`config.mk`:
```
export PLATFORM = sky130hd
export DESIGN_NAME = cppcm_ram
export DESIGN_NICKNAME = d
export VERILOG_FILES = /design/src/rtl/cppcm_ram.sv
export SDC_FILE = /design/constraint.sdc
export NUM_CORES = 1
export LEC_CHECK = 0
export BUFFER_PORTS_ARGS = -buffer_cell sky130_fd_sc_hd__buf_2
export CAP_MARGIN = 15
export CELL_PAD_IN_SITES_DETAIL_PLACEMENT = 0
export CELL_PAD_IN_SITES_GLOBAL_PLACEMENT = 2
export CORE_UTILIZATION = 35
export DETAILED_ROUTE_END_ITERATION = 8
export PLACE_DENSITY = 0.57
export SYNTH_ARGS = -nofsm -noshare
export SYNTH_HDL_FRONTEND = slang
export SYNTH_SLANG_ARGS = --single-unit
```
`constraint.sdc`:
```
create_clock -name clk -period 3.1 [get_ports clk]
set_input_delay 0.93 -clock clk [delete_from_list [all_inputs] [get_ports clk]]
set_output_delay 0.93 -clock clk [all_outputs]
set_load 0.005 [all_outputs]
```
`src/rtl/cppcm_ram.sv`:
```
// ----------------------------------------------------------------------------
// cppcm_ram
// Generic single write port RAM with registered read.
// ----------------------------------------------------------------------------
`default_nettype none

module cppcm_ram #(
    parameter int WIDTH = 8,
    parameter int DEPTH = 16,
    localparam int AW = (DEPTH > 1) ? $clog2(DEPTH) : 1
) (
    input  wire logic             clk,
    input  wire logic             we,
    input  wire logic [AW-1:0]    waddr,
    input  wire logic [WIDTH-1:0] wdata,
    input  wire logic [AW-1:0]    raddr,
    output logic      [WIDTH-1:0] rdata
);

    logic [WIDTH-1:0] mem [DEPTH];

    always_ff @(posedge clk)
    begin
        if (we)
        begin
            mem[waddr] <= wdata;
        end
        rdata <= mem[raddr];
    end

endmodule

`default_nettype wire

```
Word-level counts from Yosys, hierarchy flattened

Memory sizes are Yosys's and may differ from the RTL's. A register that Yosys moved wholly into a read port is not among the register bits.
Cells that the tools add are included.

Register bits: 0
Latch bits: 0
Memory bits (writable): 128
Memory bits (read-only): 0
Input bits: 18
Output and inout bits: 8
Logic and storage cells: 3
Memories kept: 1

Memory list:

| memory | words | width | read ports | clocked after memory_dff | wr ports | RTL line | text |
|---|---|---|---|---|---|---|---|
| mem    | 16    | 8     | 1          | 1                        | 1        | 20       | `logic [WIDTH-1:0] mem [DEPTH];` |

$add $sub $neg: 0
$mul: 0
Divide/modulo/power cells: 0
Magnitude comparators: 0
Eq/ne operators: 0
Shift-type cells: 0
Multiplexer cells: 2
Bitwise gates (word level): 0
Reduce and logical (&&, ||, !) cells: 0

Operator list:

| operator | number |
|---|---|
| $mux W1  | 2 |

Longest topological paths before layout

Depth in word-level cells: 2
Gate-level depth with buffers: 5
Mapped depth without buffers: 3

Worst setup path before layout

OpenSTA, ideal clock, no wires.

Kind: input port to flip-flop
Start: in waddr[2]
End: mem mem[0][0], enable pin
Library setup time: 383 ps
Arrival time: 2040 ps
Required time: 2717 ps
Slack: 677 ps
Stages on the path: 2
Path buffers: 0
Path through: or3b_2 > nor3_1

RTL lines:

| item        | RTL line | text |
|---|---|---|
| from (decl) | 14       | `input wire logic [AW-1:0] waddr,` |
| to (decl)   | 20       |  |

Straight into the memory's write port.

==> qor.txt <==
Critical Path RT: 3390 ps
Antenna diodes: 0
DP Area: 5580 um2
drt via density: 5.05
Routed WL: 11000 um
total CTS buffers: 17
min-delay worst type: flop to flop
DR pass1 iterations: 4
Finished Layout Cells: 477
Syn. warnings: 0
CTS tree: yes
layout cell share with drive strength beyond 1: 30.3%
Pleak: 2.06 nW
WHS Path Cells: 3
Remaining Overflow, GRT: 0
Post-CTS Hold Buffers: 0
area grow syn2layout: 18.8%
fillcell total: 1263
Placed Cells: 445
vias in the first global route: 2503
syn nets: 247
Die Wd: 123 um
Post-CTS Setup Bufs: 0
largest net degree at the start of global routing: 22
kind of critical path: input port to flop
Fin Hold WS: 671 ps
Max-Slew Margin vs Limit: 43.8%
crit start category: input port
Cell Area, Synth: 5150 um2
aggregate negative setup slack: 0 ps
Vias: 2409
flops & latches, synth: 136
Yosys top cell by area: edfxtp_1
Peak VDD IR: 393 uV
first-pass GRT wire length: 16500 um
post-synthesis sequential area ratio: 77.8%
final core utilization: 43.4%
port bufs: 25
outcome: completed
unrepaired setup endpoints after global routing: false
Fmax achieved: 426 MHz
Starting DRT DRC Count: 183
crit-path max FO: 12
synth unique cells: 19
top cell type's share of synthesized area: 74.7%
cell count after synthesis: 229
DR DRC count: 0
CTS Buffer Depth: 2
dpl hpwl: 7080 um
met2 GRT Util: 24.5%
min cycle time layout: 2350 ps
Tot GR Track Use: 16.5%
max-slew violations: 0
crit path DAT: 2640 ps
grt met1 use: 23.1%
Final Wtd Congestion: 0.673
Ports: 26
drt wl/cell: 23.0 um
Clock Pin Slew Worst Setup and Hold Paths: 60 ps
Reg2Reg Depth: 3
Final Hold Vio Count: 0
synthesized area per cell: 22.5 um2
Core Footprint: 14100 um2
Top Usage Layer GRT: met2
clk sinks: 136
Area contributors post-synth: edfxtp_1 75%, mux4_2 7.9%, mux4_1 7.1%, dfxtp_1 3.1%, a22oi_1 2.3%
Worst Tran Pin Value: 841 ps
die footprint: 15200 um2
final instance area: 6110 um2
Initial Utilization: 36.5%
Final nets: 302
MaxCap Viol Count: 0
die height: 123 um
Resize count post-CTS: 0
Critical Path End Type: flop
GR Layer Usage met3: 3.60%
Tcrit/Tclk final: 75.8%
FP Rows: 43
clock root buffer: clkbuf_16
clk_skew: 10.7 ps
Clk Latency, worst-skew pair: 420 ps
Setup Viol. Count Final: 0
H-tree lvl count: 4
initial antenna violation count: 0
Power Density: 666 nW/um2
ANT nets after route: 0
-- flip-flops by register name, summed over array words and instances, names as in the netlist --
signal	flops
mem	128
rdata	8
-- synth_stat cells, drive strengths merged --
library cell / n
and2: 1
nor2: 13
nand3b: 2
mux4: 32
clkdlybuf4s25: 3
nand3: 1
dfxtp: 8
nor2b: 1
nand2: 9
or3b: 1
edfxtp: 128
a22oi: 16
nor3: 4
buf: 7
and2b: 1
nand2b: 2
-- report_power, final --
| group | internal [mW] | total, mW | switching [mW] |
|---|---|---|---|
| sequential | 2.06 | 2.07 | 0.0140 |
| clock | 1.11 | 1.81 | 0.703 |
| combinational | 0.0822 | 0.193 | 0.110 |
-- final timing paths --
path,from,end,slack (ps)
worst max-delay path,raddr[0],rdata[4],750
worst min-delay path,mem[12][3],rdata[3],670
worst max register to register,mem[9][4],rdata[4],1660
worst min register to register,mem[12][3],rdata[3],670
-- critical path, stage by stage --
cell and delay (ps):
buf_2 340, buf_4 310, mux4_1 570, a22oi_1 390, nand2_1 90
-- cell usage in the layout, fill, tap and decap left out --
cell        count
a22oi_1        16
buf_12          1
clkinv_1        4
nand2_1         9
nand3b_1        2
dfxtp_1         8
mux4_2         18
clkbuf_16      17
nand3_1         1
nor2b_1         1
edfxtp_1      128
and2b_1         1
nand2b_1        2
buf_2          25
clkbuf_8        1
clkinvlp_4      3
nor3_1          4
or3b_2          1
mux4_1         14
bufinv_16       1
and2_1          1
clkbuf_1        3
clkinv_2        3
nor2_1         13
buf_4          20
-- cell families (layout without fill, tap and decap cells) --
kind of cell | after synthesis | after routing | share of synthesized area (%)
AOI/OAI and AO/OA | 16 | 16 | 2.33
buffers and inverters | 10 | 78 | 1.68
and+or+nand+nor | 35 | 35 | 3.18
muxes | 32 | 32 | 15.0
DFF | 136 | 136 | 77.8
-- layout make-up --
type                            instances  area (um2)  share of cell area (%)
Tap cell                              180         225                    3.68
Clock buffer                           21         450                    7.37
Timing Repair Buffer                   46         295                    4.83
Multi-Input combinational cell         83        1060                    17.3
Sequential cell                       136        4000                    65.5
Clock inverter                         11        82.6                    1.35
-- layer usage --
layer / vias up / wire length (um)
met2: 55 / 5100
met5: - / 0
met3: 13 / 388
met4: 0 / 180
li1: 1084 / -
met1: 1257 / 5290
-- metrics by stage --
stage          power, mW  setup slack, ps
6_report            4.07              751
5_1_grt             4.21              634
4_1_cts             4.12              749
3_5_place_dp        2.31              308
3_3_place_gp        2.30              286
2_1_floorplan       2.21              677
No activity file was read; power rests on OpenSTA's default activity.
