--- src/rtl/cppcm_pkg.sv ---
// ----------------------------------------------------------------------------
// cppcm_pkg
// Shared types and constants of the circular pad plane channel mapper.
// ----------------------------------------------------------------------------
`default_nettype none

package cppcm_pkg;

    localparam int RADIUS_W   = 19;
    localparam int PITCH_W    = 16;
    localparam int PLANES_W   = 5;
    localparam int PLANE_W    = 4;
    localparam int REQ_W      = 2;
    localparam int STATUS_W   = 2;
    localparam int IDX_W      = 10;
    localparam int CHAN_W     = 24;
    localparam int PADS_W     = 20;
    localparam int CFG_IDX_W  = 2;
    localparam int SQ_W       = 2 * RADIUS_W;
    localparam int ROOT_W     = RADIUS_W;
    localparam int MUL_W      = 20;

    localparam int MAX_ROWS_DEF   = 1023;
    localparam int COORD_BITS_DEF = 20;

    localparam logic [REQ_W-1:0] REQ_BUILD  = 2'd0;
    localparam logic [REQ_W-1:0] REQ_LOCATE = 2'd1;
    localparam logic [REQ_W-1:0] REQ_MAP    = 2'd2;
    localparam logic [REQ_W-1:0] REQ_NONE   = 2'd3;

    localparam logic [STATUS_W-1:0] ST_OK      = 2'd0;
    localparam logic [STATUS_W-1:0] ST_NO_PAD  = 2'd1;
    localparam logic [STATUS_W-1:0] ST_NOT_RDY = 2'd2;

    localparam logic [CFG_IDX_W-1:0] CFG_RADIUS = 2'd0;
    localparam logic [CFG_IDX_W-1:0] CFG_PITCH  = 2'd1;
    localparam logic [CFG_IDX_W-1:0] CFG_PLANES = 2'd2;

    localparam logic [RADIUS_W-1:0] RADIUS_RST = 19'd0;
    localparam logic [PITCH_W-1:0]  PITCH_RST  = 16'd1024;
    localparam logic [PLANES_W-1:0] PLANES_RST = 5'd1;

    typedef enum logic [4:0] {
        S_IDLE,
        S_B_HDIV,
        S_B_HWAIT,
        S_B_R2,
        S_B_R2W,
        S_B_ROW,
        S_B_A,
        S_B_Y,
        S_B_SQ,
        S_B_LD,
        S_B_WR,
        S_L_XDIV,
        S_L_XWAIT,
        S_L_YDIV,
        S_L_YWAIT,
        S_M_CHK,
        S_M_RD,
        S_M_LIM,
        S_M_SUM,
        S_DONE
    } state_t;

endpackage

`default_nettype wire

--- src/rtl/cppcm_isqrt.sv ---
// ----------------------------------------------------------------------------
// cppcm_isqrt
// Integer square root, one result bit per cycle.
// ----------------------------------------------------------------------------
`default_nettype none

module cppcm_isqrt
    import cppcm_pkg::*;
(
    input  wire logic              clk,
    input  wire logic              rst_n,
    input  wire logic              start,
    input  wire logic [SQ_W-1:0]   val,
    output logic                   done,
    output logic      [ROOT_W-1:0] root
);

    localparam int CW = $clog2(ROOT_W + 1);
    localparam int RW = ROOT_W + 3;

    logic              busy_reg, busy_next;
    logic              done_reg, done_next;
    logic [CW-1:0]     cnt_reg, cnt_next;
    logic [SQ_W-1:0]   val_reg, val_next;
    logic [RW-1:0]     rem_reg, rem_next;
    logic [ROOT_W-1:0] root_reg, root_next;
    logic [RW-1:0]     rem_s;
    logic [RW-1:0]     trial;
    logic              ge;

    always_ff @(posedge clk or negedge rst_n)
    begin
        if (!rst_n)
        begin
            busy_reg <= 1'b0;
            done_reg <= 1'b0;
            cnt_reg  <= '0;
        end
        else
        begin
            busy_reg <= busy_next;
            done_reg <= done_next;
            cnt_reg  <= cnt_next;
        end
    end

    always_ff @(posedge clk)
    begin
        val_reg  <= val_next;
        rem_reg  <= rem_next;
        root_reg <= root_next;
    end

    always_comb
    begin
        rem_s     = {rem_reg[RW-3:0], val_reg[SQ_W-1:SQ_W-2]};
        trial     = RW'({root_reg, 2'b01});
        ge        = (rem_s >= trial);
        busy_next = busy_reg;
        done_next = 1'b0;
        cnt_next  = cnt_reg;
        val_next  = val_reg;
        rem_next  = rem_reg;
        root_next = root_reg;
        if (start)
        begin
            busy_next = 1'b1;
            cnt_next  = '0;
            val_next  = val;
            rem_next  = '0;
            root_next = '0;
        end
        else if (busy_reg)
        begin
            val_next  = {val_reg[SQ_W-3:0], 2'b00};
            rem_next  = ge ? (rem_s - trial) : rem_s;
            root_next = {root_reg[ROOT_W-2:0], ge};
            cnt_next  = cnt_reg + 1'b1;
            if (cnt_reg == CW'(ROOT_W - 1))
            begin
                busy_next = 1'b0;
                done_next = 1'b1;
            end
        end
    end

    assign done = done_reg;
    assign root = root_reg;

    property p_done_after_busy;
        @(posedge clk) disable iff (!rst_n) done_reg |-> $past(busy_reg);
    endproperty
    a_done_after_busy: assert property (p_done_after_busy)
        else $error("root done without a run");

    property p_no_restart;
        @(posedge clk) disable iff (!rst_n) busy_reg |-> !start;
    endproperty
    a_no_restart: assert property (p_no_restart)
        else $error("root unit restarted while busy");

    property p_cnt_bound;
        @(posedge clk) disable iff (!rst_n) busy_reg |-> (cnt_reg < CW'(ROOT_W));
    endproperty
    a_cnt_bound: assert property (p_cnt_bound)
        else $error("root step count overrun");

endmodule

`default_nettype wire
--- config.mk ---
export PLATFORM = sky130hd
export DESIGN_NAME = cppcm_isqrt
export DESIGN_NICKNAME = d
export VERILOG_FILES = /design/src/rtl/cppcm_pkg.sv /design/src/rtl/cppcm_isqrt.sv
export SDC_FILE = /design/constraint.sdc
export NUM_CORES = 1
export LEC_CHECK = 0
export ABC_AREA = 1
export BUFFER_PORTS_ARGS = -buffer_cell sky130_fd_sc_hd__buf_2
export CAP_MARGIN = 20
export CORE_UTILIZATION = 45
export CTS_BUF_LIST = sky130_fd_sc_hd__clkbuf_2 sky130_fd_sc_hd__clkbuf_4 sky130_fd_sc_hd__clkbuf_8
export DETAILED_ROUTE_END_ITERATION = 8
export GPL_ROUTABILITY_DRIVEN = 0
export SYNTH_ARGS = -nofsm -noshare
export SYNTH_HDL_FRONTEND = slang
export SYNTH_SLANG_ARGS = --single-unit
export TNS_END_PERCENT = 100
--- constraint.sdc ---
create_clock -name clk -period 2.5 [get_ports clk]
set_input_delay 0.375 -clock clk [delete_from_list [all_inputs] [get_ports clk]]
set_output_delay 0.375 -clock clk [all_outputs]
set_load 0.05 [all_outputs]
After elaboration in Yosys (flattened, before gate mapping). Index checks and enable logic that the tools add are counted.

Reduce and logical (&&, ||, !) cells: 1. Add/subtract/negate cells: 2. $lt $le $gt $ge: 1. Equality and inequality tests: 1. Muxes and demuxes: 11.

Operators with widths (number): 38-bit two-way mux (2); 22-bit by 21-bit >= comparator with 1-bit output (1); 20-bit two-way mux (1); 20-bit subtractor (1); 5-bit two-way mux (2); 1-bit two-way mux (6); 5-bit by 1-bit adder with 5-bit output (second input constant) (1); 5-bit == test (second input constant) (1); 2-bit nonzero test (1).

Word-level logic and storage cells: 22. Bits in registers: 84. Bits of input ports: 41.

Longest topological paths before layout. Gate-level depths: netlist (run 1).

Depth in word-level cells: 4. Gate-level depth with buffers: 14.

Worst setup path after synthesis (run 1). OpenSTA, ideal clock, no wires.

Path type: reg-to-reg. Start point: register root_reg[9], in the netlist root[9]. End point: register rem_reg[15]. Setup time: 60 ps. Stages on the path, launching flop included: 15. Slack: 255 ps. Arrival: 2184 ps. Path buffers: 1. Path through: dfxtp_1 inv_1 ha_1 nand2_2 inv_2 nand2_2 inv_1 a21oi_4 nand2_4 nand2_8 nand3_2 inv_2 buf_8 nand2_2 nand3_2.

Longest elaborated chain between the ends: 2.

Ends and longest elaborated chain: start, declared (line cppcm_isqrt.sv:26) `logic [ROOT_W-1:0] root_reg, root_next;`; start signal, assigned (line cppcm_isqrt.sv:51) `root_reg <= root_next;`; 20-bit subtractor or 22-bit by 21-bit >= comparator with 1-bit output (tied branches) (line cppcm_isqrt.sv:76, cppcm_isqrt.sv:58); 20-bit two-way mux * (line cppcm_isqrt.sv:76) `rem_next = ge ? (rem_s - trial) : rem_s;`; end signal, assigned (line cppcm_isqrt.sv:50) `rem_reg <= rem_next;`; end, declared (line cppcm_isqrt.sv:25) `logic [RW-1:0] rem_reg, rem_next;`.

Mark *: on every way between the ends. The rest lies on a longest branch, timed or not. A chain may end at the register's enable or synchronous reset.

Worst setup path in the final report (run 1).
Start point: register root_reg[5], in the netlist root[5]. End point: register rem_reg[8].

Same word-level chain as after synthesis.

==> results of run 1 <==
layout by cell type, fill, tap and decap left out, types with 2 or more instances in the layout:
cell type	n
dfxtp_1	39
nand2_1	249
nand2_2	27
a21oi_1	14
nand3b_1	2
xor2_1	9
o22ai_1	19
o21bai_1	4
dfrtp_1	7
a21oi_4	2
inv_6	2
xnor2_1	2
ha_1	23
nor2_4	2
edfxtp_1	38
nand3_2	14
nand2_4	2
clkinvlp_4	2
inv_1	74
nand4_1	3
o21ai_0	9
inv_2	7
nand3_1	27
nor2_2	2
buf_2	60
buf_4	8
nor2_1	35
clkbuf_8	9
what timing repair did:
action / CTS / global route
endpoints found under the setup margin: 0 / 1
hold buffers: 1 / 0
gates resized for setup: 0 / 0
endpoints found under the hold margin: 7 / 0
layout make-up:
cell class                      instances  area (µm²)  area share
Tap cell                              136         170      0.0308
Multi-Input combinational cell        453        2360       0.427
Timing Repair Buffer                   70         390      0.0706
Sequential cell                        84        2100       0.379
Clock buffer                            9         124      0.0224
Inverter                               81         304      0.0550
Clock inverter                          7        82.6      0.0149
worst max-delay path, stage by stage, from the launching register on:
cell and delay [ps]:
dfxtp_1 330, inv_1 70, ha_1 380, nand2_1 150, nor2_1 230, nand2_1 100
o21ai_2 200, nor2_4 90, a21oi_4 340, buf_4 240, nand2_2 60, nand3_2 50
layer usage:
| metal | global-route usage | routed length [µm] | vias up |
|---|---|---|---|
| met5 | 0 | 0 | - |
| met4 | 0.0734 | 129 | 0 |
| met3 | 0.0322 | 367 | 10 |
| met2 | 0.357 | 5160 | 68 |
| met1 | 0.272 | 5200 | 1794 |
| li1 | - | - | 2137 |
stage by stage:
step / cells / total power (W)
5_1_grt: 840 / 0.00656
4_1_cts: 840 / 0.00605
3_5_place_dp: 823 / 0.00499
2_1_floorplan: 634 / 0.00435
6_report: 840 / 0.00601
3_3_place_gp: 823 / 0.00497
cell usage after synthesis, types with 3 or more instances:
master,count,area share
nand2_1,249,0.19
inv_1,75,0.058
dfxtp_1,39,0.16
edfxtp_1,38,0.24
nor2_1,35,0.027
nand2_2,27,0.035
nand3_1,27,0.028
ha_1,23,0.059
o22ai_1,19,0.025
a21oi_1,14,0.014
clkbuf_1,14,0.011
nand3_2,14,0.029
o21ai_0,9,0.0093
xor2_1,9,0.016
dfrtp_1,7,0.036
inv_2,6,0.0046
o21bai_1,4,0.0062
nand4_1,3,0.0039
final timing paths:
| check | start | end | slack (ps) |
|---|---|---|---|
| min reg2reg | cnt_reg[4]$_DFFE_PN0P_ | cnt_reg[4]$_DFFE_PN0P_ | 480 |
| max | root[5]$_SDFFE_PP0P_ | rem_reg[8]$_SDFFE_PP0P_ | 190 |
| max in group asynchronous | rst_n | cnt_reg[0]$_DFFE_PN0P_ | 1960 |
| min in group asynchronous | rst_n | cnt_reg[3]$_DFFE_PN0P_ | 390 |
| min | val[23] | val_reg[23]$_DFFE_PP_ | 280 |
| max reg2reg | root[5]$_SDFFE_PP0P_ | rem_reg[8]$_SDFFE_PP0P_ | 190 |
cells by family (layout without fill, tap and decap cells):
group | count (synthesis) | count (layout) | synth area share
AO/OA/AOI/OAI | 50 | 50 | 0.0648
XOR/XNOR | 11 | 11 | 0.0199
adder cells (fa/ha/maj) | 23 | 23 | 0.0594
buffers and inverters | 97 | 167 | 0.0790
flip-flops | 84 | 84 | 0.433
AND/OR/NAND/NOR | 369 | 369 | 0.344
power by group:
part	leakage, nW	switching [W]	internal [W]
registers	0.830	0.000138	0.00164
clock network	0.0984	0.000560	0.000478
logic	1.93	0.00208	0.00111
total	2.86	0.00278	0.00323
==> impl_results.md, run 1 <==
- Status: completed
- Worst Tran Pin Value: 410 ps
- P&R area growth vs syn: 14.2%
- CTS tree: done
- Setup Skew: 12.1 ps
- Initial Util: 0.467
- Share of cells above drive strength 1: 0.207
- Detail Route Antenna Nets: 0
- Net Count, Synth: 698
- RSZ-0062 raised after global routing: no
- Max reg flops: 38
- I/O Pins: 61
- Global-route usage over all layers: 0.210
- Die ar.: 0.0112 mm²
- Final core occ: 0.533
- Number of global-route vias before repair: 4052
- First-pass DRT Iterations: 5
- Post-Syn Area: 0.00484 mm²
- WL/cell: 12.9 µm
- Final number of setup-violating endpoints: 0
- Critical Path RT: 2800 ps
- Maxcap violations: 0
- Post-CTS setup buffers: 0
- Final hold violation count: 0
- CP endpoint kind: flip-flop
- Worst-Skew Late Latency: 360 ps
- Post-layout worst setup margin: 194 ps
- IO Port Bufs: 60
- Hold_ws: 277 ps
- Syn Inst Count: 634
- Largest net degree at the start of global routing: 33
- Power Dens Cells: 1090 mW/mm²
- Syn Area/Cell: 7.64 µm²
- CTS Root Buffer Type: clkbuf_8
- Diodes inserted: 0
- Synth Flop Type: dfxtp_1
- Seq/Total Area, Yosys: 0.433
- Antenna violations before repair: 0
- Crit-path max FO: 8
- Routed vias/inst: 4.77
- Synthesis warning total: 0
- Max VDD drop: 0.559 mV
- Slew headroom: 0.726
- Clock tree buffer depth: 2
- H-tree levels: 3
- Min cycle time layout: 2310 ps
- Reg clk slew, reported paths: 110 ps
- Final #Nets: 763
- Final instance area: 0.00553 mm²
- Die Y: 106 µm
- Row Count: 37
- DIE WIDTH: 106 µm
- Fillers: 1059
- DR iter-0 viols: 170
- Clock Sinks: 84
- Min-delay worst type: in -> reg
- Peak Freq: 434 MHz
- First-pass GRT wire length: 18.8 mm
- Setup CP Type: reg -> reg
- WP data arrival: 2610 ps
- Critical Path Start Type: flip-flop
- Global route overflow: 0
- Post-detail-place hpwl: 8.08 mm
- Placed instance area: 0.00532 mm²
- Worst Hold Depth: 3
- Number of synthesized flops with an enable pin: 38
- Cell variety after synth: 34
- Via count: 4009
- CTS buffer count: 9
- Fin Setup TNS: 0 ps
- Period utilisation layout: 0.922
- R2R cell count: 11
- Leak: 2.86 nW
- Core ar.: 0.0104 mm²
- Post-synthesis register bit count: 84
- Asr flop ratio synth: 0.0833
- Pre-CTS setup slack: 250 ps
- DRT Wirelength: 10.9 mm
- Fin. max-slew vios: 0
- DRC: 0
No activity file was read; power rests on OpenSTA's default activity.
==> run 2: changes to the inputs <==
--- a/config.mk
+++ b/config.mk
@@ -8,10 +8,13 @@
 export ABC_AREA = 1
 export BUFFER_PORTS_ARGS = -buffer_cell sky130_fd_sc_hd__buf_2
 export CAP_MARGIN = 20
-export CORE_UTILIZATION = 45
+export CELL_PAD_IN_SITES_DETAIL_PLACEMENT = 1
+export CELL_PAD_IN_SITES_GLOBAL_PLACEMENT = 2
+export CORE_UTILIZATION = 35
 export CTS_BUF_LIST = sky130_fd_sc_hd__clkbuf_2 sky130_fd_sc_hd__clkbuf_4 sky130_fd_sc_hd__clkbuf_8
 export DETAILED_ROUTE_END_ITERATION = 8
 export GPL_ROUTABILITY_DRIVEN = 0
+export PLACE_DENSITY_LB_ADDON = 0.1
 export SYNTH_ARGS = -nofsm -noshare
 export SYNTH_HDL_FRONTEND = slang
 export SYNTH_SLANG_ARGS = --single-unit
==> impl_results.md, run 2 (same netlist as run 1, synthesis figures left out) <==
- Status: completed
- Commonest non-fill, non-tap cell in the layout: nand2_1
- Via count: 4136
- # placed instances: 864
- Initial Util: 0.363
- Largest net degree at the start of global routing: 35
- Maxcap violations: 0
- Slew headroom: 0.636
- Met1 usage: 0.250
- Final #Nets: 764
- Final number of setup-violating endpoints: 0
- Power Dens Cells: 1090 mW/mm²
- DR iter-0 viols: 170
- Die ar.: 0.0143 mm²
- Worst-Skew Late Latency: 370 ps
- Clock tree buffer depth: 2
- CTS tree: done
- Period utilisation layout: 0.892
- Clock Sinks: 84
- Post-layout worst setup margin: 269 ps
- RSZ-0062 raised after global routing: no
- Antenna violations before repair: 0
- Setup CP Type: reg -> reg
- H-tree levels: 3
- Min-delay worst type: in -> reg
- Placed instance area: 0.00536 mm²
- DRC: 0
- GRT busiest layer: met2
- Post-detail-place hpwl: 9.85 mm
- Worst Tran Pin Value: 546 ps
- Register Area: 0.00210 mm²
- Pre-CTS setup slack: 283 ps
- Core ar.: 0.0133 mm²
- CP endpoint kind: flip-flop
- Final instance area: 0.00555 mm²
- GR Layer Usage met2: 0.328
- Max VDD drop: 0.274 mV
- Reg clk slew, reported paths: 90 ps
- Peak Freq: 448 MHz
- Row Count: 42
- Diodes inserted: 0
- WL/cell: 14.7 µm
- WP data arrival: 2550 ps
- Leak: 2.84 nW
- Crit-path max FO: 12
- Max reg flops: 38
- I/O Pins: 61
- CTS Root Buffer Type: clkbuf_8
- Grt met3 use: 0.0285
- Share of cells above drive strength 1: 0.209
- P&R area growth vs syn: 14.6%
- Final Non-Filler Cells: 881
- Fillers: 1750
- DIE WIDTH: 120 µm
- First-pass GRT wire length: 21.4 mm
- Detail Route Antenna Nets: 0
- First-pass DRT Iterations: 4
- Number of global-route vias before repair: 4260
- Setup Skew: 10.8 ps
- IO Port Bufs: 60
- Global-route usage over all layers: 0.194
- DRT Wirelength: 12.9 mm
- Routed vias/inst: 4.69
- Critical Path Start Type: flip-flop
- Fin. max-slew vios: 0
- Critical Path RT: 2820 ps
- Die Y: 120 µm
- Final hold violation count: 0
- Most frequent cells in the layout: nand2_1 (249), inv_1 (74), buf_2 (60)
- Fin Setup TNS: 0 ps
- Min cycle time layout: 2230 ps
- Area occupied by multi-input gates: 0.00236 mm²
- Global route overflow: 0
- CTS buffer count: 9
==> run 2: changes by cell type in the layout (fill, tap and decap cells not counted) <==
cell        before  now
clkinvlp_4       2    4
clkinv_4         1    0
buf_4            8   10
buf_12           1    0
bufinv_16        1    0
inv_8            1    0
clkbuf_4         0    1
==> run 2: power breakdown <==
part	total, W	switching (W)	internal, W	leakage [nW]
Combinational	0.00335	0.00221	0.00114	1.93
Clock	0.000936	0.000557	0.000379	0.0790
Sequential	0.00179	0.000144	0.00164	0.830
Total	0.00607	0.00291	0.00316	2.84
==> run 2: through the flow <==
stage	util	total power (W)	hold slack, ps
after floorplan	-	0.00435	79.4
after global placement	0.402	0.00512	214
after detailed placement	0.402	0.00518	220
after CTS	0.416	0.00615	235
after global routing	0.416	0.00660	256
final	0.416	0.00607	254
==> run 2: worst paths after layout <==
kind / slack, ps / startpoint / end / depth (start not counted)
max reg2reg: 270 / root[13]$_SDFFE_PP0P_ / rem_reg[4]$_SDFFE_PP0P_ / 13
min in group asynchronous: 380 / rst_n / cnt_reg[3]$_DFFE_PN0P_ / 2
min: 250 / val[1] / val_reg[1]$_SDFFCE_PN0P_ / 3
max in group asynchronous: 1970 / rst_n / cnt_reg[2]$_DFFE_PN0P_ / 2
max: 270 / root[13]$_SDFFE_PP0P_ / rem_reg[4]$_SDFFE_PP0P_ / 13
min reg2reg: 480 / cnt_reg[4]$_DFFE_PN0P_ / cnt_reg[4]$_DFFE_PN0P_ / 1
==> run 2: area by class of cell <==
cell class              count  area share
well taps                 176      0.0397
multi-input cells         453       0.426
inverters                  81      0.0548
flip-flops and latches     84       0.378
repair buffers             71      0.0694
clock inverters             6     0.00857
clock buffers              10      0.0237
==> run 2: timing repair <==
item                      in CTS  in global routing
setup buffers                  0                  0
hold buffers                   1                  0
hold endpoints to repair       7                  0
gates resized for setup        0                  0
==> run 2: worst max-delay path, cell delays in order (launching register included) <==
cell     delay [ps]
dfxtp_1         330
inv_1            80
ha_1            390
nand2_1         110
nand2_1          90
nand2_1          70
nand2_1          60
nand2_1          70
o21ai_2          70
nor2_4          220
nand3_2         160
inv_2           330
nand2_1         120
nand3_2          90
==> run 2: layer usage <==
layer | vias up | part of all wire
met5 | - | 0
met4 | 0 | 0.017
met3 | 14 | 0.023
met2 | 57 | 0.49
met1 | 1931 | 0.47
li1 | 2134 | -
