File: config.mk
export PLATFORM = sky130hd
export DESIGN_NAME = cppcm_div
export DESIGN_NICKNAME = d
export VERILOG_FILES = /design/src/rtl/cppcm_pkg.sv /design/src/rtl/cppcm_div.sv
export SDC_FILE = /design/constraint.sdc
export NUM_CORES = 1
export LEC_CHECK = 0
export BUFFER_PORTS_ARGS = -buffer_cell sky130_fd_sc_hd__buf_4
export CORE_MARGIN = 8
export CORE_UTILIZATION = 56
export CTS_CLUSTER_SIZE = 40
export DETAILED_ROUTE_END_ITERATION = 12
export PLACE_DENSITY = 0.8
export REMOVE_ABC_BUFFERS = 1
export SLEW_MARGIN = 20
export SYNTH_ARGS = -nofsm -noshare
export SYNTH_HDL_FRONTEND = slang
export SYNTH_SLANG_ARGS = --single-unit
File: constraint.sdc
create_clock -name clk -period 3.13 [get_ports clk]
set_input_delay 0.626 -clock clk [delete_from_list [all_inputs] [get_ports clk]]
set_output_delay 0.626 -clock clk [all_outputs]
set_load 0.02 [all_outputs]
File: src/rtl/cppcm_pkg.sv
// ----------------------------------------------------------------------------
// cppcm_pkg
// Shared types and constants of the circular pad plane channel mapper.
// ----------------------------------------------------------------------------
`default_nettype none

package cppcm_pkg;

    localparam int RADIUS_W   = 19;
    localparam int PITCH_W    = 16;
    localparam int PLANES_W   = 5;
    localparam int PLANE_W    = 4;
    localparam int REQ_W      = 2;
    localparam int STATUS_W   = 2;
    localparam int IDX_W      = 10;
    localparam int CHAN_W     = 24;
    localparam int PADS_W     = 20;
    localparam int CFG_IDX_W  = 2;
    localparam int SQ_W       = 2 * RADIUS_W;
    localparam int ROOT_W     = RADIUS_W;
    localparam int MUL_W      = 20;

    localparam int MAX_ROWS_DEF   = 1023;
    localparam int COORD_BITS_DEF = 20;

    localparam logic [REQ_W-1:0] REQ_BUILD  = 2'd0;
    localparam logic [REQ_W-1:0] REQ_LOCATE = 2'd1;
    localparam logic [REQ_W-1:0] REQ_MAP    = 2'd2;
    localparam logic [REQ_W-1:0] REQ_NONE   = 2'd3;

    localparam logic [STATUS_W-1:0] ST_OK      = 2'd0;
    localparam logic [STATUS_W-1:0] ST_NO_PAD  = 2'd1;
    localparam logic [STATUS_W-1:0] ST_NOT_RDY = 2'd2;

    localparam logic [CFG_IDX_W-1:0] CFG_RADIUS = 2'd0;
    localparam logic [CFG_IDX_W-1:0] CFG_PITCH  = 2'd1;
    localparam logic [CFG_IDX_W-1:0] CFG_PLANES = 2'd2;

    localparam logic [RADIUS_W-1:0] RADIUS_RST = 19'd0;
    localparam logic [PITCH_W-1:0]  PITCH_RST  = 16'd1024;
    localparam logic [PLANES_W-1:0] PLANES_RST = 5'd1;

    typedef enum logic [4:0] {
        S_IDLE,
        S_B_HDIV,
        S_B_HWAIT,
        S_B_R2,
        S_B_R2W,
        S_B_ROW,
        S_B_A,
        S_B_Y,
        S_B_SQ,
        S_B_LD,
        S_B_WR,
        S_L_XDIV,
        S_L_XWAIT,
        S_L_YDIV,
        S_L_YWAIT,
        S_M_CHK,
        S_M_RD,
        S_M_LIM,
        S_M_SUM,
        S_DONE
    } state_t;

endpackage

`default_nettype wire

File: src/rtl/cppcm_div.sv
// ----------------------------------------------------------------------------
// cppcm_div
// Restoring unsigned divider, one quotient bit per cycle.
// ----------------------------------------------------------------------------
`default_nettype none

module cppcm_div
    import cppcm_pkg::*;
#(
    parameter int NW = 22,
    parameter int DW = 17
) (
    input  wire logic          clk,
    input  wire logic          rst_n,
    input  wire logic          start,
    input  wire logic [NW-1:0] num,
    input  wire logic [DW-1:0] den,
    output logic               done,
    output logic      [NW-1:0] quo,
    output logic               rem_nz
);

    localparam int CW = $clog2(NW + 1);

    logic          busy_reg, busy_next;
    logic          done_reg, done_next;
    logic [CW-1:0] cnt_reg, cnt_next;
    logic [NW-1:0] quo_reg, quo_next;
    logic [DW-1:0] rem_reg, rem_next;
    logic [DW-1:0] den_reg, den_next;
    logic [DW:0]   rem_s;
    logic          ge;

    always_ff @(posedge clk or negedge rst_n)
    begin
        if (!rst_n)
        begin
            busy_reg <= 1'b0;
            done_reg <= 1'b0;
            cnt_reg  <= '0;
        end
        else
        begin
            busy_reg <= busy_next;
            done_reg <= done_next;
            cnt_reg  <= cnt_next;
        end
    end

    always_ff @(posedge clk)
    begin
        quo_reg <= quo_next;
        rem_reg <= rem_next;
        den_reg <= den_next;
    end

    always_comb
    begin
        rem_s     = {rem_reg, quo_reg[NW-1]};
        ge        = (rem_s >= {1'b0, den_reg});
        busy_next = busy_reg;
        done_next = 1'b0;
        cnt_next  = cnt_reg;
        quo_next  = quo_reg;
        rem_next  = rem_reg;
        den_next  = den_reg;
        if (start)
        begin
            busy_next = 1'b1;
            cnt_next  = '0;
            quo_next  = num;
            rem_next  = '0;
            den_next  = den;
        end
        else if (busy_reg)
        begin
            quo_next = {quo_reg[NW-2:0], ge};
            rem_next = ge ? DW'(rem_s - {1'b0, den_reg}) : rem_s[DW-1:0];
            cnt_next = cnt_reg + 1'b1;
            if (cnt_reg == CW'(NW - 1))
            begin
                busy_next = 1'b0;
                done_next = 1'b1;
            end
        end
    end

    assign done   = done_reg;
    assign quo    = quo_reg;
    assign rem_nz = (rem_reg != '0);

    property p_done_after_busy;
        @(posedge clk) disable iff (!rst_n) done_reg |-> $past(busy_reg);
    endproperty
    a_done_after_busy: assert property (p_done_after_busy)
        else $error("divider done without a run");

    property p_cnt_bound;
        @(posedge clk) disable iff (!rst_n) busy_reg |-> (cnt_reg < CW'(NW));
    endproperty
    a_cnt_bound: assert property (p_cnt_bound)
        else $error("divider step count overrun");

    property p_rem_bound;
        @(posedge clk) disable iff (!rst_n) done_reg |-> (rem_reg < den_reg);
    endproperty
    a_rem_bound: assert property (p_rem_bound)
        else $error("divider remainder not below divisor");

endmodule

`default_nettype wire

# Word level (Yosys, flattened, before mapping)
# Index checks and enable logic that the tools add are counted.
# op_classes
bitwise	0
n_reduce_logical	2
add_sub_neg	2
shift	0
eq_ne	1
n_mux	11
n_div	0
mul	0
order_cmp	1
# op_table
op	count
$mux W22	2
$ge A18 B17 Y1	1
$mux W17	1
$reduce_bool A17 Y1	1
$sub A17 B17 Y17	1
$mux W5	2
$mux W1	6
$add A5 B1 Y5 const B	1
$eq A5 B5 Y1 const B	1
$reduce_bool A2 Y1	1
# word_totals
ramBits	0
mem_count	0
in_bits	42
output_inout_bits	24
romBits	0
regBits	63
latchBits	0

# Longest topological paths before layout
# Gate-level depths: netlist of the first run.
# logic_depth
ltp_word	4
mapped_depth	12

# Worst setup path after synthesis of the first run
# Ideal clock, no wire load.
# synth_timing
kind	register -> register
start	register quo_reg[21] (netlist: quo[21])
end	register rem_reg[12]
arrival_time_ps	2529
required_time_ps	3042
path_slack_ps	513
n_path_buf	0
period_less_slack_ps	2617
path_stages_with_launch	11
setup_ps	88
path_cell_list	edfxtp_1 -> inv_1 -> ha_1 -> inv_1 -> fa_1 -> a21oi_2 -> o211ai_2 -> a2111oi_1 -> o21ai_1 -> a21o_1 -> a311oi_2
# synth_via
elab_chain_len	2
word_cells_on_any_way	3
classes_between	add/sub: 1; order compare: 1; mux: 1
# synth_lines
item	line_no	text
start: declaration	cppcm_div.sv:28	logic [NW-1:0] quo_reg, quo_next;
start signal: assignment	cppcm_div.sv:52	quo_reg <= quo_next;
$sub A17 B17 Y17 or $ge A18 B17 Y1 (tied branches)	cppcm_div.sv:78, cppcm_div.sv:60	
$mux W17 (*)	cppcm_div.sv:78	rem_next = ge ? DW'(rem_s - {1'b0, den_reg}) : rem_s[DW-1:0];
end signal: assignment	cppcm_div.sv:53	rem_reg <= rem_next;
end: declaration	cppcm_div.sv:29	logic [DW-1:0] rem_reg, rem_next;
# Mark *: on every way between the ends. The rest lies on a longest branch, timed or not.
# A chain may end at the register's enable or synchronous reset.

# Worst setup path after layout of the first run
# Ends and elaborated chain as after synthesis.

==> results.rst, run 1 <==
.. list-table::
   :header-rows: 1

   * - Metric
     - Value
   * - Outcome
     - completed
   * - Sequential cell area fraction in the yosys report
     - 47.0%
   * - Initial antenna violation count
     - 0
   * - Number of top-level pins
     - 66
   * - Cell area after synthesis
     - 0.00359 sq mm
   * - Met1 track demand over resource
     - 23.6%
   * - Overflow left after global routing
     - 0
   * - Number of nets in the final layout
     - 468
   * - Unrepaired setup endpoints after global routing
     - false
   * - Total wirelength of the detailed-routed design
     - 8510 um
   * - Cell row count
     - 29
   * - Starting Density
     - 57.2%
   * - Wire per inst
     - 17.4 um
   * - Worst R2R Setup Slack
     - 0.35 ns
   * - Count of distinct cell types in the synthesized netlist
     - 63
   * - GRT Total Usage
     - 19.7%
   * - Clock sink total
     - 63
   * - Hold-fix buffer count after cts
     - 0
   * - Fraction of final layout cells with drive strength greater than 1
     - 28.0%
   * - CTS Root Buffer Type
     - sky130_fd_sc_hd__clkbuf_8
   * - R2R Path Start
     - quo[21]
   * - Count of port buffers added during placement
     - 65
   * - Worst-case reg-to-reg path depth
     - 10
   * - Antenna diode instance count
     - 0
   * - Post-Syn Instances
     - 342
   * - Power Density
     - 654 mW/mm^2
   * - Time the final worst path needs with I/O delays and setup
     - 2.78 ns
   * - RD Place Congestion
     - 0.913
   * - Largest net degree at the start of global routing
     - 37
   * - Final design area excluding fillers
     - 0.00432 sq mm
   * - Flops & latches, synth
     - 63
   * - M2 GR Usage
     - 30.0%
   * - Detailed placement HPWL
     - 6160 um
   * - Hold Path Class
     - primary input to async pin
   * - Count of flip-flops with a built-in enable after synthesis
     - 39
   * - Vias after detailed routing
     - 2906
   * - Max transition margin
     - 47.3%
   * - Detailed Route Iter0 Violations
     - 266
   * - Endpoint of the worst register-to-register path
     - rem_reg[12]
   * - Max frequency
     - 359 MHz
   * - Post-DR vias/cell
     - 5.95
   * - Peak VDD IR
     - 0.364 mV
   * - Die footprint
     - 0.00923 sq mm
   * - Top fanout value on the critical path
     - 4
   * - Grt peak-use layer
     - met2
   * - CTS clock-pin slew for the worst setup and hold paths
     - 0.07 ns
   * - Max-capacitance violation count
     - 0
   * - First-pass detailed-route iteration total
     - 5
   * - Clock latency reported for the late side of the worst-skew pair
     - 0.34 ns
   * - Setup-violating endpoint count in the final report
     - 0
   * - Total Power
     - 2.82 mW
   * - DP Area
     - 0.00413 sq mm
   * - Worst EP arrival
     - 3.04 ns
   * - Critical setup path kind
     - flip-flop to flip-flop
   * - Number of global-route vias before repair
     - 2987
   * - Cells resized by post-CTS repair
     - 0
   * - Height of the die
     - 96.1 um
   * - Core area
     - 0.00628 sq mm
   * - Area growth syn-to-layout
     - 20.3%
   * - Clock buffers created by TritonCTS
     - 9
   * - Fraction of registers with async set/reset
     - 11.1%
   * - Depth of the CTS H-tree
     - 3
   * - Main flop type after synthesis
     - sky130_fd_sc_hd__edfxtp_1
   * - Fin Clk Skew
     - 0.00929 ns
   * - Static leakage
     - 1.86 nW
   * - Clock tree from TritonCTS
     - yes
   * - Warning count from the yosys run
     - 0
   * - Synth Area per Inst
     - 10.5 sq um
   * - Flip-flop count of the largest register after layout
     - 22
   * - Final period util
     - 88.9%
   * - Global-route wire length before repair
     - 14000 um
   * - Crit path capture type
     - flip-flop
   * - Chip Width
     - 96.1 um
   * - Count of nets left with antenna violations after detail routing
     - 0
   * - Worst setup SP type
     - flip-flop
   * - Post-detailed-route DRC marker count
     - 0
   * - Pin slew with the least headroom to its limit
     - 0.789 ns
   * - Required arrival time at the worst endpoint
     - 3.38 ns
   * - Global routing met3 resource utilization
     - 7.96%
   * - Max Slew Vio Count
     - 0
   * - Clock Path Buffers
     - 2
   * - Final hold violations
     - 0
   * - Setup fix buffers added after clock tree synthesis
     - 0
## layout make-up
class / instances / area [sq um]
Sequential cell: 63 / 1690
Clock inverter: 7 / 63.8
Timing Repair Buffer: 70 / 526
Tap cell: 77 / 96.3
Fill cell: 489 / 1960
Clock buffer: 9 / 124
Multi-Input combinational cell: 235 / 1720
Inverter: 27 / 101
## critical path, cell delays in order (launching register included)
cell and delay [ns]:
sky130_fd_sc_hd__edfxtp_1 0.41, sky130_fd_sc_hd__inv_1 0.08, sky130_fd_sc_hd__ha_1 0.15, sky130_fd_sc_hd__inv_1 0.05, sky130_fd_sc_hd__fa_1 0.42, sky130_fd_sc_hd__a21oi_2 0.22, sky130_fd_sc_hd__o211ai_2 0.13, sky130_fd_sc_hd__a2111oi_1 0.63
sky130_fd_sc_hd__o21ai_1 0.15, sky130_fd_sc_hd__a21o_1 0.22, sky130_fd_sc_hd__a311oi_2 0.23
## layer usage
metal,part of all wire (%),wire length [um]
met4,1.4,122
met2,46,3950
met5,0,0
met3,10,890
met1,42,3550
## cell usage after synthesis (2+ instances only)
library cell / n / area share, %
sky130_fd_sc_hd__buf_6: 2 / 0.63
sky130_fd_sc_hd__a21o_1: 3 / 0.63
sky130_fd_sc_hd__or3_1: 3 / 0.52
sky130_fd_sc_hd__ha_1: 19 / 6.6
sky130_fd_sc_hd__inv_1: 27 / 2.8
sky130_fd_sc_hd__buf_2: 3 / 0.42
sky130_fd_sc_hd__mux2_2: 21 / 6.6
sky130_fd_sc_hd__clkbuf_1: 9 / 0.94
sky130_fd_sc_hd__or2_2: 2 / 0.35
sky130_fd_sc_hd__nor2_1: 28 / 2.9
sky130_fd_sc_hd__or4_1: 2 / 0.42
sky130_fd_sc_hd__nor4_1: 3 / 0.52
sky130_fd_sc_hd__and3_1: 2 / 0.35
sky130_fd_sc_hd__xnor2_1: 7 / 1.7
sky130_fd_sc_hd__a21oi_1: 20 / 2.8
sky130_fd_sc_hd__o21ai_0: 10 / 1.4
sky130_fd_sc_hd__nand2b_1: 7 / 1.2
sky130_fd_sc_hd__o21a_1: 2 / 0.42
sky130_fd_sc_hd__nor3_1: 7 / 0.98
sky130_fd_sc_hd__a211o_1: 2 / 0.49
sky130_fd_sc_hd__nor2b_1: 2 / 0.35
sky130_fd_sc_hd__a311oi_1: 2 / 0.49
sky130_fd_sc_hd__a32oi_1: 5 / 1.2
sky130_fd_sc_hd__o21ai_1: 4 / 0.56
sky130_fd_sc_hd__o21bai_1: 2 / 0.42
sky130_fd_sc_hd__a211oi_1: 7 / 1.5
sky130_fd_sc_hd__o311ai_0: 2 / 0.49
sky130_fd_sc_hd__edfxtp_1: 39 / 33
sky130_fd_sc_hd__a31oi_1: 2 / 0.35
sky130_fd_sc_hd__nand4_1: 6 / 1.0
sky130_fd_sc_hd__buf_1: 2 / 0.21
sky130_fd_sc_hd__nand3_1: 8 / 1.1
sky130_fd_sc_hd__mux2i_1: 7 / 2.0
sky130_fd_sc_hd__xor2_1: 7 / 1.7
sky130_fd_sc_hd__dfrtp_1: 7 / 4.9
sky130_fd_sc_hd__dfxtp_1: 17 / 9.5
sky130_fd_sc_hd__nand2_1: 18 / 1.9
## logic make-up after synthesis
logic type      count (synthesis)  synth area share, %
compound gates                 78                 15.2
simple gates                   95                 13.5
buf+inv                        44                 5.23
xor+xnor                       14                 3.42
flops                          63                 47.0
fa+ha+maj                      20                 7.18
mux                            28                 8.54
## worst max path at each step
stage / startpoint / end / slack (ns) / cells after the start
floorplan: quo[21] / rem_reg[12] / -0.30 / 10
global placement: quo[21] / rem_reg[12] / 0.52 / 10
detailed placement: quo[21] / rem_reg[16] / 0.38 / 10
CTS: quo[21] / rem_reg[12] / 0.37 / 10
global route: quo[21] / rem_reg[16] / 0.12 / 10
finish: quo[21] / rem_reg[12] / 0.35 / 10
## stage by stage
| step | setup TNS [ns] | hold slack, ns | worst slack (ns) | std cells | util, % |
|---|---|---|---|---|---|
| floorplan | -4.33 | 0.330 | -0.298 | 325 | - |
| global placement | 0 | 0.444 | 0.523 | 472 | 65.8 |
| detailed placement | 0 | 0.445 | 0.376 | 472 | 65.8 |
| CTS | 0 | 0.0736 | 0.366 | 488 | 68.7 |
| global route | 0 | 0.0758 | 0.123 | 488 | 68.7 |
| finish | 0 | 0.0877 | 0.348 | 488 | 68.7 |
## where the power goes
part | total (mW) | switching [mW] | internal, mW
clock network | 0.685 | 0.325 | 0.360
logic | 1.04 | 0.577 | 0.459
registers | 1.10 | 0.0994 | 1.00
total | 2.82 | 1.00 | 1.82
## placed cells by master, fill, tap and decap left out, drive strengths merged, types with 4 or more instances in the layout
master and count:
mux2i 7, clkbuf 9, edfxtp 39, a32oi 5, a211oi 7, nand2b 7
inv 27, mux2 21, ha 19, nand2 18, xnor2 7, nor2 28
nor3 7, xor2 7, dfxtp 17, clkinv 4, o21ai 14, nand4 6
buf 70, a21oi 21, dfrtp 7, nand3 8
(Power assumes the default switching activity.)
==> run 2, diff against run 1 <==
--- a/config.mk
+++ b/config.mk
@@ -5,12 +5,12 @@
 export SDC_FILE = /design/constraint.sdc
 export NUM_CORES = 1
 export LEC_CHECK = 0
+export ABC_AREA = 1
 export BUFFER_PORTS_ARGS = -buffer_cell sky130_fd_sc_hd__buf_4
 export CORE_MARGIN = 8
-export CORE_UTILIZATION = 56
+export CORE_UTILIZATION = 40
 export CTS_CLUSTER_SIZE = 40
 export DETAILED_ROUTE_END_ITERATION = 12
-export PLACE_DENSITY = 0.8
 export REMOVE_ABC_BUFFERS = 1
 export SLEW_MARGIN = 20
 export SYNTH_ARGS = -nofsm -noshare
==> constraint.sdc (replaced) <==
create_clock -name clk -period 3.4 [get_ports clk]
set_input_delay 0.68 -clock clk [delete_from_list [all_inputs] [get_ports clk]]
set_output_delay 0.68 -clock clk [all_outputs]
set_load 0.02 [all_outputs]
==> run 2 against run 1 <==
Effect of this change: hold slack better by 0.044 ns; design area up 6.0%; critical path depth down 6; utilization down 19 points; power up 11%; routed wire length up 7.5%; synthesized area up 4.2%; clock-buffer cell count unchanged; clock skew up 0.0036 ns; largest cell class is now sequential cells; highest routed layer unchanged.
==> results.rst, run 2 <==
.. list-table::
   :header-rows: 1

   * - Metric
     - Value
   * - Post-DR vias/cell
     - 4.89
   * - Number of global-route vias before repair
     - 3340
   * - Area taken by multi-input logic gates
     - 0.00169 sq mm
   * - Final TNS setup
     - 0 ns
   * - Clock network fraction of design power
     - 26.3%
   * - DP Area
     - 0.00433 sq mm
   * - Max Slew Vio Count
     - 0
   * - Count of flip-flops with a built-in enable after synthesis
     - 39
   * - Max-capacitance violation count
     - 0
   * - Post-Syn Instances
     - 494
   * - Setup fix buffers added after clock tree synthesis
     - 0
   * - Critical setup path kind
     - primary input to flip-flop
   * - First-pass detailed-route iteration total
     - 4
   * - Vias after detailed routing
     - 3326
   * - Height of the die
     - 113 um
   * - Most used cells in the layout excluding fill and tap cells
     - 199 x sky130_fd_sc_hd__nand2_1, 74 x sky130_fd_sc_hd__inv_1, 71 x sky130_fd_sc_hd__buf_4
   * - Commonest non-fill, non-tap cell in the layout
     - sky130_fd_sc_hd__nand2_1
   * - Outcome
     - completed
   * - Final period util
     - 70.3%
   * - Proportion of power drawn by combinational gates
     - 40.5%
   * - Fraction of registers with async set/reset
     - 11.1%
   * - Worst setup SP type
     - primary input
   * - Unrepaired setup endpoints after global routing
     - false
   * - Die footprint
     - 0.0127 sq mm
   * - Main flop type after synthesis
     - sky130_fd_sc_hd__edfxtp_1
   * - Core area
     - 0.00915 sq mm
   * - Clock buffers created by TritonCTS
     - 9
   * - Warning count from the yosys run
     - 0
   * - Clock sink total
     - 63
   * - Post-Place Setup Slack
     - 0.577 ns
   * - GRT Total Usage
     - 15.5%
   * - Setup-violating endpoint count in the final report
     - 0
   * - Post-synth top area cell
     - sky130_fd_sc_hd__edfxtp_1
   * - Fraction of synthesized cell area taken by the top area cell type
     - 31.3%
   * - Detailed Route Iter0 Violations
     - 216
   * - Cell row count
     - 35
   * - Sw frac
     - 38.3%
   * - Cells resized by post-CTS repair
     - 0
   * - Clock tree from TritonCTS
     - yes
   * - Synth Area per Inst
     - 7.57 sq um
   * - Smallest setup slack after layout
     - 1.01 ns
   * - Number of top-level pins
     - 66
   * - Post-detailed-route DRC marker count
     - 0
   * - Depth of the CTS H-tree
     - 3
   * - Count of nets left with antenna violations after detail routing
     - 0
   * - Fill cell total of the finished layout
     - 909
   * - Global-route wire length before repair
     - 15800 um
   * - Pin slew with the least headroom to its limit
     - 1.04 ns
   * - Most common cell in the synthesized netlist
     - sky130_fd_sc_hd__nand2_1
   * - Total wirelength of the detailed-routed design
     - 9160 um
   * - Time the final worst path needs with I/O delays and setup
     - 2.39 ns
   * - Fin Clk Skew
     - 0.0129 ns
   * - Count of port buffers added during placement
     - 65
   * - Clock Path Buffers
     - 2
   * - Count of distinct cell types in the synthesized netlist
     - 27
   * - Area growth syn-to-layout
     - 22.4%
   * - Overflow left after global routing
     - 0
   * - Chip Width
     - 113 um
   * - Top fanout value on the critical path
     - 19
   * - Final design area excluding fillers
     - 0.00458 sq mm
   * - CTS clock-pin slew for the worst setup and hold paths
     - 0.08 ns
   * - Total internal power
     - 1.93 mW
   * - Flip-flop count of the largest register after layout
     - 22
   * - Largest net degree at the start of global routing
     - 29
   * - Hold Path Class
     - primary input to async pin
   * - Final hold violations
     - 0
   * - Power dissipated by switching net loads
     - 1.19 mW
   * - Clock latency reported for the late side of the worst-skew pair
     - 0.34 ns
   * - Fraction of final layout cells with drive strength greater than 1
     - 16.2%
   * - Fin cells
     - 680
   * - Max frequency
     - 418 MHz
   * - Starting Density
     - 40.8%
   * - CTS Root Buffer Type
     - sky130_fd_sc_hd__clkbuf_8
   * - Wire per inst
     - 13.5 um
   * - Required arrival time at the worst endpoint
     - 3.48 ns
   * - Crit path capture type
     - flip-flop
   * - Sequential cell area fraction in the yosys report
     - 45.1%
   * - Power Density
     - 682 mW/mm^2
   * - Synth cell count leaders
     - 199 x sky130_fd_sc_hd__nand2_1, 74 x sky130_fd_sc_hd__inv_1, 39 x sky130_fd_sc_hd__edfxtp_1, 39 x sky130_fd_sc_hd__nand3_1, 20 x sky130_fd_sc_hd__nor2_1
   * - Cell types with the largest area share after synthesis
     - sky130_fd_sc_hd__edfxtp_1 31%, sky130_fd_sc_hd__nand2_1 20%, sky130_fd_sc_hd__dfxtp_1 9.1%
   * - Antenna diode instance count
     - 0
   * - Number of nets in the final layout
     - 626
   * - Detailed placement HPWL
     - 6900 um
   * - Worst EP arrival
     - 2.47 ns
   * - Flops & latches, synth
     - 63
   * - Initial antenna violation count
     - 0
   * - RD Place Congestion
     - 0.888
   * - Max transition margin
     - 30.7%
   * - Sequential Power Share
     - 33.2%
   * - Hold-fix buffer count after cts
     - 0
   * - Peak VDD IR
     - 0.231 mV
   * - Static leakage
     - 2.40 nW
   * - Cell area after synthesis
     - 0.00374 sq mm
   * - Number of placed cells counting well taps
     - 664
   * - Sequential cell area in the final layout
     - 0.00169 sq mm
   * - Worst hold margin
     - 0.132 ns
## run 2: cell count changes in the layout (fill, tap and decap cells not counted), sizes merged, moves of 5 or more
cell / delta
a32oi: -5
inv: +51
nand2b: -7
mux2i: -7
nor2: -7
nand3b: +11
a21oi: -8
mux2: -21
a211oi: -7
nand2: +184
xor2: -7
nand3: +32
## run 2: cells by family after synthesis
| family | count (synthesis) | share of synthesized area [%] |
|---|---|---|
| DFF | 63 | 45.1 |
| adders and majority gates | 20 | 6.89 |
| xor gates and xnor gates | 7 | 1.64 |
| buffers and inverters | 87 | 9.77 |
| and+or+nand+nor | 289 | 32.7 |
| AOI/OAI and AO/OA | 28 | 3.88 |
## run 2: routing by layer
| metal | track usage, % | wire length [um] |
|---|---|---|
| met5 | 0 | 0 |
| met4 | 4.41 | 96 |
| met3 | 4.56 | 562 |
| met2 | 24.0 | 4050 |
| met1 | 20.4 | 4440 |
## run 2: final cells by class
cell class | instances | area share (%)
repair buffers | 71 | 11.6
clock inverters | 7 | 2.73
clock buffers | 9 | 2.71
well taps | 111 | 3.04
flip-flops and latches | 63 | 36.9
multi-input cells | 344 | 36.9
inverters | 75 | 6.15
## run 2: worst paths after layout
kind | start | end | cells past startpoint | slack, ns
max reg2reg | quo[21] | rem_reg[5] | 11 | 1.11
min | rst_n | cnt_reg[4] | 1 | 0.13
min reg2reg | cnt_reg[4] | cnt_reg[4] | 1 | 0.48
min in group clk | cnt_reg[4] | cnt_reg[4] | 1 | 0.48
max | start | quo[0] | 4 | 1.01
max in group asynchronous | rst_n | busy_reg | 1 | 3.14
## run 2: worst max-delay path, cell delays in order
cell and delay (ns):
sky130_fd_sc_hd__buf_4 0.19, sky130_fd_sc_hd__nor2_1 0.80, sky130_fd_sc_hd__inv_1 0.44, sky130_fd_sc_hd__buf_4 0.35
## run 2: power groups by stage
stage	sequential (mW)	combinational [mW]	clock [mW]
finish	1.04	1.27	0.820
global route	1.05	1.45	0.883
CTS	1.04	1.26	0.840
detailed placement	1.05	1.25	0
global placement	1.05	1.24	0
floorplan	1.06	0.881	0
## run 2: per-stage QoR
stage               power, mW  utilization (%)
floorplan                1.94                -
global placement         2.29             47.3
detailed placement       2.30             47.3
CTS                      3.14             50.0
global route             3.39             50.0
finish                   3.12             50.0
==> run 3, diff against run 2 <==
==> constraint.sdc (replaced) <==
create_clock -name clk -period 2.07 [get_ports clk]
set_input_delay 0.414 -clock clk [delete_from_list [all_inputs] [get_ports clk]]
set_output_delay 0.414 -clock clk [all_outputs]
set_load 0.02 [all_outputs]
==> run 3 against run 2 <==
Effect of this change: sequential power grew 64%; routed wire length grew 4.3%; design area rose by 1.8%; final cell count increased by 2.1%; utilization up 0.90 points; die area unchanged; worst setup slack worse by 0.96 ns; via count is 0.33% lower; power rose by 58%; sequential cell count unchanged; global-route usage rose by 0.38 points; highest routed layer unchanged.
==> results.rst, run 3 (synthesized netlist as in run 2, its figures left out) <==
.. list-table::
   :header-rows: 1

   * - Metric
     - Value
   * - Outcome
     - completed
   * - Total internal power
     - 2.91 mW
   * - Vias after detailed routing
     - 3315
   * - CTS Root Buffer Type
     - sky130_fd_sc_hd__clkbuf_8
   * - Final period util
     - 97.7%
   * - Time the final worst path needs with I/O delays and setup
     - 2.02 ns
   * - Required arrival time at the worst endpoint
     - 1.66 ns
   * - CTS clock-pin slew for the worst setup and hold paths
     - 0.09 ns
   * - Count of nets left with antenna violations after detail routing
     - 0
   * - Clock network fraction of design power
     - 19.8%
   * - Sequence of cells on the critical path
     - nor4_1 -> nand4_1 -> buf_4
   * - Crit path capture type
     - primary output
   * - Core area
     - 0.00915 sq mm
   * - Max transition margin
     - 61.3%
   * - Chip Width
     - 113 um
   * - Flip-flop count of the largest register after layout
     - 22
   * - GRT Total Usage
     - 15.9%
   * - Number of nets in the final layout
     - 640
   * - Clock buffers created by TritonCTS
     - 9
   * - Cell row count
     - 35
   * - Antenna diode instance count
     - 0
   * - Total wirelength of the detailed-routed design
     - 9550 um
   * - RD Place Congestion
     - 0.917
   * - Hold Path Class
     - primary input to flip-flop
   * - Final TNS setup
     - 0 ns
   * - Count of port buffers added during placement
     - 65
   * - Sw frac
     - 41.1%
   * - Global-route wire length before repair
     - 16200 um
   * - Height of the die
     - 113 um
   * - Worst EP arrival
     - 1.61 ns
   * - Clock tree from TritonCTS
     - yes
   * - Cell with the largest stage delay on the worst path
     - sky130_fd_sc_hd__nor4_1
   * - First-pass detailed-route iteration total
     - 4
   * - Final design area excluding fillers
     - 0.00466 sq mm
   * - Number of global-route vias before repair
     - 3387
   * - Power dissipated by switching net loads
     - 2.03 mW
   * - Detailed Route Iter0 Violations
     - 211
   * - Starting Density
     - 40.8%
   * - Post-detailed-route DRC marker count
     - 0
   * - Area growth syn-to-layout
     - 24.6%
   * - Fraction of final layout cells with drive strength greater than 1
     - 19.6%
   * - Number of top-level pins
     - 66
   * - Wire per inst
     - 13.8 um
   * - Clock sink total
     - 63
   * - Proportion of power drawn by combinational gates
     - 45.5%
   * - Unrepaired setup endpoints after global routing
     - true
   * - Critical setup path kind
     - flip-flop to primary output
   * - Overflow left after global routing
     - 0
   * - Crit-path max cell delay
     - 0.55 ns
   * - Commonest non-fill, non-tap cell in the layout
     - sky130_fd_sc_hd__nand2_1
   * - Post-DR vias/cell
     - 4.78
   * - Final hold violations
     - 0
   * - Most used cells in the layout excluding fill and tap cells
     - 196 x sky130_fd_sc_hd__nand2_1, 81 x sky130_fd_sc_hd__buf_4, 73 x sky130_fd_sc_hd__inv_1
   * - Largest net degree at the start of global routing
     - 33
   * - Kind of cell adding the most delay to the critical path
     - simple AND/OR/NAND/NOR gates
   * - Final core utilization
     - 50.9%
   * - Detailed placement HPWL
     - 7200 um
   * - Clock Path Buffers
     - 2
   * - Die footprint
     - 0.0127 sq mm
   * - DP Area
     - 0.00443 sq mm
   * - Initial antenna violation count
     - 0
   * - Static leakage
     - 2.43 nW
   * - Top fanout value on the critical path
     - 3
   * - Power Density
     - 1060 mW/mm^2
   * - Worst Path Buf+Inv
     - 1
   * - Max frequency
     - 494 MHz
   * - Setup-violating endpoint count in the final report
     - 0
   * - Pin slew with the least headroom to its limit
     - 0.575 ns
   * - Max Slew Vio Count
     - 0
   * - Depth of the CTS H-tree
     - 3
   * - Clock latency reported for the late side of the worst-skew pair
     - 0.35 ns
   * - Peak VDD IR
     - 0.470 mV
   * - Fin Clk Skew
     - 0.0158 ns
   * - Sequential Power Share
     - 34.6%
   * - Worst setup SP type
     - flip-flop
   * - Max-capacitance violation count
     - 0
[run 3: cell count changes in the layout (fill, tap and decap cells not counted), sizes merged]
cell         before  now
bufinv            3    0
inv              78   75
clkinv            1    3
clkinvlp          0    4
buf              71   84
dlygate4sd3       0    1
[run 3: worst paths after layout]
path / slack [ns] / cells past startpoint / end / start
setup / recovery: 0.05 / 3 / rem_nz / rem_reg[5]
hold / removal: 0.23 / 1 / den_reg[15] / den[15]
setup reg to reg: 0.15 / 14 / rem_reg[14] / quo[21]
hold reg to reg: 0.48 / 1 / cnt_reg[4] / cnt_reg[4]
max in group asynchronous: 1.53 / 2 / cnt_reg[1] / rst_n
min in group asynchronous: 0.41 / 2 / cnt_reg[4] / rst_n
[run 3: power by group through the flow]
| stage | combinational (mW) | clock [mW] | sequential (mW) |
|---|---|---|---|
| 5_1_grt | 2.56 | 1.05 | 1.74 |
| 3_3_place_gp | 2.19 | 0 | 1.73 |
| 3_5_place_dp | 2.19 | 0 | 1.73 |
| 6_report | 2.25 | 0.981 | 1.71 |
| 2_1_floorplan | 1.45 | 0 | 1.75 |
| 4_1_cts | 2.20 | 1.01 | 1.71 |
[run 3: final cells by class]
type                       instances  area (sq um)
inverter                          75           282
clock inverter                     7          48.8
tap                              111           139
fill                             901          4490
clock buffer                       9           124
sequential                        63          1690
multi-input combinational        344          1710
timing repair buffer              85           669
[run 3: stage by stage]
| stage | std cells | power [mW] | setup slack [ns] | hold WS [ns] |
|---|---|---|---|---|
| 5_1_grt | 694 | 5.34 | -0.0300 | 0.214 |
| 3_5_place_dp | 675 | 3.92 | 0.0206 | 0.232 |
| 2_1_floorplan | 482 | 3.19 | -0.294 | 0.118 |
| 3_3_place_gp | 675 | 3.92 | 0.0996 | 0.232 |
| 4_1_cts | 692 | 4.92 | 0.0282 | 0.215 |
| 6_report | 694 | 4.94 | 0.0472 | 0.230 |
[run 3: repair_timing]
action | CTS | global route
buffers inserted | 0 | 2
gates resized for setup | 0 | 10
hold buffers | 1 | 0
endpoints found under the setup margin | 0 | 17
endpoints found under the hold margin | 7 | 0
[run 3: per-layer routing]
layer | GRT usage [%] | wire length [um]
met2 | 24.0 | 4220
met1 | 20.2 | 4370
met4 | 5.40 | 112
met3 | 6.07 | 848
met5 | 0 | 0
